===== config.mk =====
export PLATFORM = sky130hd
export DESIGN_NAME = segmented_stack_with_pop_at
export DESIGN_NICKNAME = d
export VERILOG_FILES = /design/src/sstk_pkg.sv /design/src/segmented_stack_with_pop_at.sv
export SDC_FILE = /design/constraint.sdc
export NUM_CORES = 2
export LEC_CHECK = 0
export BUFFER_PORTS_ARGS = -buffer_cell sky130_fd_sc_hd__buf_2
export CORE_MARGIN = 2
export CORE_UTILIZATION = 50
export DETAILED_ROUTE_END_ITERATION = 16
export PLACE_DENSITY_LB_ADDON = 0.08
export SYNTH_ARGS = -nofsm -noshare
export SYNTH_HDL_FRONTEND = slang
export SYNTH_SLANG_ARGS = --single-unit
export TNS_END_PERCENT = 20

===== constraint.sdc =====
create_clock -name clock -period 8.11 [get_ports clock]
set_input_delay 0.4055 -clock clock [delete_from_list [all_inputs] [get_ports clock]]
set_output_delay 0.4055 -clock clock [all_outputs]
set_load 0.1 [all_outputs]

===== src/sstk_pkg.sv =====
// Package for the segmented stack: command, status and state codes, word types.
// No dependencies; imported by segmented_stack_with_pop_at.
package sstk_pkg;

   localparam logic [4:0] LIMIT_RESET = 5'd10;

   typedef enum logic [1:0] {
      CMD_PUSH     = 2'd0,
      CMD_POP      = 2'd1,
      CMD_POP_AT   = 2'd2,
      CMD_READ_TOP = 2'd3
   } sstk_cmd_type;

   typedef enum logic [1:0] {
      STAT_OK     = 2'd0,
      STAT_EMPTY  = 2'd1,
      STAT_NO_SUB = 2'd2,
      STAT_FULL   = 2'd3
   } sstk_status_type;

   typedef enum logic [3:0] {
      S_IDLE,
      S_SEL,
      S_FILL,
      S_EXEC,
      S_OPEN,
      S_TOP_SEL,
      S_TOP_FILL,
      S_TOP_READ,
      S_DONE
   } sstk_state_type;

   typedef struct packed {
      sstk_cmd_type       cmd;
      logic signed [31:0] push_value;
      logic [2:0]         substack_index;
   } sstk_req_type;

   typedef struct packed {
      sstk_status_type    status;
      logic signed [31:0] top_value;
      logic [3:0]         substack_count;
   } sstk_rsp_type;

endpackage


===== src/segmented_stack_with_pop_at.sv =====
// Segmented stack with pop-at: sequencer, order table and entry memory; depends on sstk_pkg.
// Steps: select, fill, execute, top select, top fill, top read, done; a push that opens a
// new sub-stack adds an open step and executes again, read-top and rejected pops skip fill
// and execute, and a held result stalls in done. One request at a time: a new one is taken
// only in idle, as the single memory port and the sequential slot and fill lookups serialise it.
// Reset: synchronous; stack empty, order table identity, limit 10. Memory is not cleared.
module segmented_stack_with_pop_at #(
   parameter int MAX_SUBSTACKS  = 8,
   parameter int SUBSTACK_DEPTH = 16
) (
   input  logic                 clock,
   input  logic                 reset,
   input  logic                 req_valid,
   output logic                 req_ready,
   input  sstk_pkg::sstk_req_type req_word,
   output logic                 rsp_valid,
   input  logic                 rsp_ready,
   output sstk_pkg::sstk_rsp_type rsp_word,
   input  logic                 csr_wr_en,
   input  logic [4:0]           csr_wr_data
);
   import sstk_pkg::*;

   localparam int LW    = $clog2(MAX_SUBSTACKS);
   localparam int FW    = $clog2(SUBSTACK_DEPTH + 1);
   localparam int DW    = (SUBSTACK_DEPTH > 1) ? $clog2(SUBSTACK_DEPTH) : 1;
   localparam int AW    = $clog2(MAX_SUBSTACKS * SUBSTACK_DEPTH);
   localparam int CW    = (FW > 5) ? FW : 5;
   localparam int IW    = (LW > 3) ? LW : 3;
   localparam int SW    = (LW + 1 > 4) ? LW + 1 : 4;
   localparam int WORDS = MAX_SUBSTACKS * SUBSTACK_DEPTH;
   localparam logic [LW-1:0] LAST_MAX = LW'(MAX_SUBSTACKS - 1);

   sstk_state_type  state_ff, state_in;
   sstk_cmd_type    cmd_ff, cmd_in;
   logic [31:0]     val_ff, val_in;
   logic [2:0]      idx_ff, idx_in;
   sstk_status_type status_ff, status_in;
   logic [LW-1:0]   target_ff, target_in;
   logic [LW-1:0]   phys_ff, phys_in;
   logic [FW-1:0]   fill_ff, fill_in;
   logic [LW-1:0]   last_ff, last_in;
   logic            empty_ff, empty_in;
   logic [4:0]      limit_ff, limit_in;
   logic [LW-1:0]   slot_order_ff [MAX_SUBSTACKS];
   logic [LW-1:0]   slot_order_in [MAX_SUBSTACKS];
   logic [FW-1:0]   fill_count_ff [MAX_SUBSTACKS];
   logic [FW-1:0]   fill_count_in [MAX_SUBSTACKS];
   logic [31:0]     rd_ff;
   logic            rsp_valid_ff, rsp_valid_in;
   sstk_rsp_type    rsp_word_ff, rsp_word_in;
   logic [31:0]     mem [WORDS];

   logic [IW-1:0]   idx_wide;
   logic            no_sub;
   logic            pop_cmd;
   logic [CW-1:0]   eff_limit;
   logic            full_now;
   logic            rsp_load;
   logic            mem_we;
   logic [DW-1:0]   mem_slot;
   logic [AW-1:0]   mem_addr;
   logic [FW-1:0]   fill_dec;
   logic [SW-1:0]   count_wide;

   assign idx_wide   = IW'(idx_ff);
   assign no_sub     = idx_wide > IW'(last_ff);
   assign pop_cmd    = (cmd_ff == CMD_POP) || (cmd_ff == CMD_POP_AT);
   assign full_now   = CW'(fill_ff) >= eff_limit;
   assign rsp_load   = (state_ff == S_DONE) && (!rsp_valid_ff || rsp_ready);
   assign fill_dec   = fill_ff - FW'(1);
   assign mem_slot   = (state_ff == S_EXEC) ? DW'(fill_ff) : DW'(fill_dec);
   assign mem_addr   = AW'(phys_ff) * AW'(SUBSTACK_DEPTH) + AW'(mem_slot);
   assign count_wide = SW'(last_ff) + SW'(1);
   assign mem_we     = (state_ff == S_EXEC) && (cmd_ff == CMD_PUSH) && !full_now;

   always_comb begin
      eff_limit = CW'(limit_ff);
      if (limit_ff == 5'd0) begin
         eff_limit = CW'(1);
      end else if (CW'(limit_ff) > CW'(SUBSTACK_DEPTH)) begin
         eff_limit = CW'(SUBSTACK_DEPTH);
      end
   end

   // next state
   always_comb begin
      state_in = state_ff;
      case (state_ff)
         S_IDLE: begin
            if (req_valid) state_in = S_SEL;
         end
         S_SEL: begin
            if (cmd_ff == CMD_READ_TOP) state_in = S_TOP_SEL;
            else if (pop_cmd && empty_ff) state_in = S_TOP_SEL;
            else if (cmd_ff == CMD_POP_AT && no_sub) state_in = S_TOP_SEL;
            else state_in = S_FILL;
         end
         S_FILL: state_in = S_EXEC;
         S_EXEC: begin
            if (cmd_ff == CMD_PUSH && full_now && last_ff != LAST_MAX) state_in = S_OPEN;
            else state_in = S_TOP_SEL;
         end
         S_OPEN:     state_in = S_EXEC;
         S_TOP_SEL:  state_in = S_TOP_FILL;
         S_TOP_FILL: state_in = S_TOP_READ;
         S_TOP_READ: state_in = S_DONE;
         S_DONE: begin
            if (rsp_load) state_in = S_IDLE;
         end
         default: state_in = S_IDLE;
      endcase
   end

   // outputs
   always_comb begin
      req_ready = (state_ff == S_IDLE);
      rsp_valid = rsp_valid_ff;
      rsp_word  = rsp_word_ff;
   end

   // datapath
   always_comb begin
      cmd_in        = cmd_ff;
      val_in        = val_ff;
      idx_in        = idx_ff;
      status_in     = status_ff;
      target_in     = target_ff;
      phys_in       = phys_ff;
      fill_in       = fill_ff;
      last_in       = last_ff;
      empty_in      = empty_ff;
      slot_order_in = slot_order_ff;
      fill_count_in = fill_count_ff;
      limit_in      = csr_wr_en ? csr_wr_data : limit_ff;
      rsp_word_in   = rsp_word_ff;
      rsp_valid_in  = rsp_valid_ff && !rsp_ready;
      case (state_ff)
         S_IDLE: begin
            if (req_valid) begin
               cmd_in    = req_word.cmd;
               val_in    = req_word.push_value;
               idx_in    = req_word.substack_index;
               status_in = STAT_OK;
            end
         end
         S_SEL: begin
            target_in = (cmd_ff == CMD_POP_AT) ? LW'(idx_wide) : last_ff;
            phys_in   = slot_order_ff[target_in];
            if (cmd_ff == CMD_READ_TOP || pop_cmd) begin
               if (empty_ff) status_in = STAT_EMPTY;
               else if (cmd_ff == CMD_POP_AT && no_sub) status_in = STAT_NO_SUB;
            end
         end
         S_FILL: fill_in = fill_count_ff[phys_ff];
         S_EXEC: begin
            if (cmd_ff == CMD_PUSH) begin
               if (!full_now) begin
                  fill_count_in[phys_ff] = fill_ff + FW'(1);
                  empty_in               = 1'b0;
               end else if (last_ff == LAST_MAX) begin
                  status_in = STAT_FULL;
               end
            end else begin
               fill_count_in[phys_ff] = fill_dec;
               if (fill_dec == '0) begin
                  if (last_ff != '0) begin
                     // erase the sub-stack: shift later slots down
                     for (int i = 0; i < MAX_SUBSTACKS - 1; i++) begin
                        if (LW'(i) >= target_ff && LW'(i) < last_ff) begin
                           slot_order_in[i] = slot_order_ff[i + 1];
                        end
                     end
                     slot_order_in[last_ff] = phys_ff;
                     last_in                = last_ff - LW'(1);
                  end else begin
                     empty_in = 1'b1;
                  end
               end
            end
         end
         S_OPEN: begin
            last_in = last_ff + LW'(1);
            phys_in = slot_order_ff[last_in];
            fill_in = '0;
         end
         S_TOP_SEL:  phys_in = slot_order_ff[last_ff];
         S_TOP_FILL: fill_in = fill_count_ff[phys_ff];
         S_TOP_READ: begin
         end
         S_DONE: begin
            if (rsp_load) begin
               rsp_word_in.status         = status_ff;
               rsp_word_in.top_value      = empty_ff ? 32'sd0 : rd_ff;
               rsp_word_in.substack_count = count_wide[3:0];
               rsp_valid_in               = 1'b1;
            end
         end
         default: begin
         end
      endcase
   end

   always_ff @(posedge clock) begin
      if (reset) begin
         state_ff     <= S_IDLE;
         last_ff      <= '0;
         empty_ff     <= 1'b1;
         limit_ff     <= LIMIT_RESET;
         rsp_valid_ff <= 1'b0;
         for (int i = 0; i < MAX_SUBSTACKS; i++) begin
            slot_order_ff[i] <= LW'(i);
            fill_count_ff[i] <= '0;
         end
      end else begin
         state_ff      <= state_in;
         last_ff       <= last_in;
         empty_ff      <= empty_in;
         limit_ff      <= limit_in;
         rsp_valid_ff  <= rsp_valid_in;
         slot_order_ff <= slot_order_in;
         fill_count_ff <= fill_count_in;
      end
   end

   always_ff @(posedge clock) begin
      cmd_ff      <= cmd_in;
      val_ff      <= val_in;
      idx_ff      <= idx_in;
      status_ff   <= status_in;
      target_ff   <= target_in;
      phys_ff     <= phys_in;
      fill_ff     <= fill_in;
      rsp_word_ff <= rsp_word_in;
   end

   always_ff @(posedge clock) begin
      if (mem_we) mem[mem_addr] <= val_ff;
      if (state_ff == S_TOP_READ) rd_ff <= mem[mem_addr];
   end

`ifndef ASSERT_OFF
   a_empty_base_only: assert property (@(posedge clock) disable iff (reset)
      empty_ff |-> last_ff == '0)
      else $error("empty flag set with more than one sub-stack");

   a_rsp_from_done: assert property (@(posedge clock) disable iff (reset)
      $rose(rsp_valid_ff) |-> $past(state_ff) == S_DONE)
      else $error("result word raised outside of done step");

   a_last_nonempty: assert property (@(posedge clock) disable iff (reset)
      (state_ff == S_IDLE && !empty_ff) |-> fill_count_ff[slot_order_ff[last_ff]] != '0)
      else $error("last sub-stack empty while stack not empty");

   a_full_at_max: assert property (@(posedge clock) disable iff (reset)
      (state_ff == S_DONE && status_ff == STAT_FULL) |-> last_ff == LAST_MAX)
      else $error("full status with sub-stacks still free");
`endif

endmodule

==> flow_summary.yaml <==
setup_path:
  critPathTopFamily: "simple AND/OR/NAND/NOR gates"
  cp_common_cell: "buf_4"
  setup.worst_path.class: "register to register"
  crit_fanout: 36
  cpMaxStageDelayCell: "nor4_1"
  end_kind: "register"
  crit_chain: "buf_4 > clkinv_1 > ha_1 > inv_1 > mux2i_4 > nor2_1 > nand2_4 > buf_4 > buf_4 > o22ai_1 > nor4_1 > nand3_1 > and4_1"
  arrival_ns: 7.31
  path_buf_inv: 5
  crit_path_start_kind: "register"
  cp.required_ns: 8.82
  slowest_delay_ns: 1.00
timing:
  skew_ns: 0.0653
  worst_pin_slew_ns: 1.44
  period_needed_ns: 6.59
  finalCritPeriodShare_pct: 81.3
  grt_setup_unrepaired: "false"
  hold_violations: 0
  fin_setup_tns_ns: 0
  slew_violations: 0
  fmax_ghz: 0.152
  maxSlewHeadroom_pct: 3.34
  setup_violations: 0
worst_hold_path:
  hp-class: "primary input to register"
die:
  row_count: 210
  start_util_pct: 50.3
  die-area_mm2: 0.334
  ios: 87
  die-height_um: 578
  coreArea_mm2: 0.328
  dieWidth_um: 578
power_and_ir_drop:
  peakVddDrop_mv: 0.244
  seq_power_share_pct: 46.7
  clkPwrFrac_pct: 37.7
  total_power_mw: 53.6
  p_sw_share_pct: 27.4
  comb_power_share_pct: 15.6
  power.switching_mw: 14.7
  intPower_mw: 38.9
  leakage_nw: 62.2
  power.density_mw_per_mm2: 285
synthesis:
  async_flop_share_pct: 0
  synthesis.nets: 9889
  synth_area_mm2: 0.165
  synth_top_area_cell: "edfxtp_1"
  synthDistinctLibCells: 71
  ys_ff_latch: 4294
  synth_flop_cell: "edfxtp_1"
  seq_area_frac_synth_pct: 77.7
  syn_area_per_cell_um2: 16.8
  syn_inst: 9823
  yosysTopAreaCellShare_pct: 76.8
  synth_edf_count: 4216
  yosysWarnings: 0
  netlist_top_cells_area: "edfxtp_1, mux2i_1, nand2_1, o22ai_1, mux4_2"
outcome:
  violations: "antenna rules"
  outcome: "finished with violations"
clock_tree:
  cts_tree: "yes"
  cts-buffers-inserted: 439
  cts.sinks: 4294
  cts_max_level: 5
  clk-insertion-delay-late_ns: 1.01
  postCtsSetupRepairBufs: 0
  cts_root_buf: "clkbuf_16"
  clk_pin_slew_worst_paths_ns: 0.06
  clockBufferDepth: 4
placed_design:
  io_buffers: 86
  routabilityCongestion: 0.869
  place_hpwl_um: 299000
grt:
  grt_pass1_vias: 90000
  grt_pass1_wl_um: 717000
  antenna_found_initial: 58
  grtUsageTotal_pct: 30.8
  grt_start_max_net_pins: 136
  grt.overflow.total: 0
drt:
  drtIter0Drc: 13200
  drcViolationCount: 0
  viasPerCell: 6.32
  num_vias: 95500
  detail_route.wl_per_cell_um: 34.3
  drt-total-wl_um: 519000
  firstDrtPassIters: 6
  drt.antenna.violating_nets: 1
cells_and_area:
  drive_above_1_share_pct: 14.3
  nets: 10300
  final_common_cell: "edfxtp_1"
  area_growth_pct: 14.2
  final_cell_mix: "edfxtp_1, nand2_1, mux2i_1"
run:
  maxCapViolations: 0
==> kinds of logic after synthesis <==
kind of cell | after synthesis | synth area share (%)
xor gates and xnor gates | 10 | 0.0645
muxes | 1382 | 9.46
adders and majority gates | 19 | 0.144
DFF | 4294 | 77.7
and+or+nand+nor | 2063 | 5.45
AOI/OAI and AO/OA | 1464 | 5.39
buffers and inverters | 591 | 1.78
==> worst reg2reg max path: stages, from the launching register on <==
cell and delay (ns):
edfxtp_1 0.32, buf_4 0.29, clkinv_1 0.36, ha_1 0.52, inv_1 0.12, mux2i_4 0.58, nor2_1 0.35, nand2_4 0.74
buf_4 0.35, buf_4 0.33, o22ai_1 0.15, nor4_1 1.00, nand3_1 0.76, and4_1 0.47
==> state kept, by name, indices dropped and copies added (netlist names), 4 cells and up <==
name	cells
mem	4096
fill_count_ff	40
rsp_word	38
rd_ff	32
val_ff	32
slot_order_ff	24
fill_ff	5
limit_ff	5
state_ff	4
==> synthesized netlist by cell type, types with 39 or more instances <==
library cell / n
mux4_2: 140
a21oi_1: 613
nor2b_1: 39
nor4_1: 254
nor2_1: 216
nand2_1: 1316
a2111oi_0: 93
mux2i_1: 1238
buf_2: 256
buf_4: 90
dfxtp_1: 78
o22ai_1: 567
edfxtp_1: 4216
clkbuf_1: 178
nand3_1: 151
==> layout make-up <==
class | instances | area [um^2]
fillers | 25000 | 139000
flip-flops and latches | 4294 | 128000
multi-input cells | 4938 | 35300
clock buffers | 524 | 11400
well taps | 4346 | 5440
repair buffers | 583 | 4760
clock inverters | 286 | 2890
diodes | 123 | 308
inverters | 27 | 101
==> worst paths after layout <==
check / depth (start not counted) / start / endpoint / slack [ns]
setup reg to reg: 13 / fill_ff[0] / rd_ff[5] / 1.52
hold / removal: 3 / reset / limit_ff[0] / 0.11
setup / recovery: 13 / fill_ff[0] / rd_ff[5] / 1.52
hold reg to reg: 0 / status_ff[0] / rsp_word[36] / 0.42
==> repair_timing <==
action                                  4_1_cts  5_1_grt
hold endpoints to repair                     53        0
gates resized for setup                       0        0
endpoints found under the setup margin        0        0
hold buffers                                 49        0
==> power by group through the flow <==
stage               clock network, mW  logic, mW  registers, mW
CTS                              20.4       8.31           25.0
floorplan                           0       4.05           25.9
finish                           20.2       8.39           25.0
global route                     21.3       8.69           25.0
detailed placement                  0       8.27           25.5
global placement                    0       8.15           25.5
==> metal layers <==
metal / global-route usage, % / part of all wire, % / vias up
li1: - / - / 39700
met1: 44.5 / 40 / 49800
met2: 47.3 / 46 / 5173
met3: 5.14 / 9.7 / 793
met4: 11.6 / 3.9 / 12
met5: 0 / 0.017 / -
==> metrics by stage <==
stage | util [%] | hold slack [ns] | cells | setup slack [ns] | cell area [um^2]
2_1_floorplan | - | 0.400 | 9823 | 3.03 | 165000
3_3_place_gp | 52.8 | 0.417 | 14100 | 1.24 | 173000
3_5_place_dp | 52.9 | 0.424 | 14100 | 1.71 | 173000
4_1_cts | 57.4 | 0.0484 | 15000 | 1.71 | 188000
5_1_grt | 57.5 | 0.0911 | 15100 | 1.55 | 188000
6_report | 57.5 | 0.109 | 15100 | 1.52 | 188000
(Power assumes the default switching activity.)
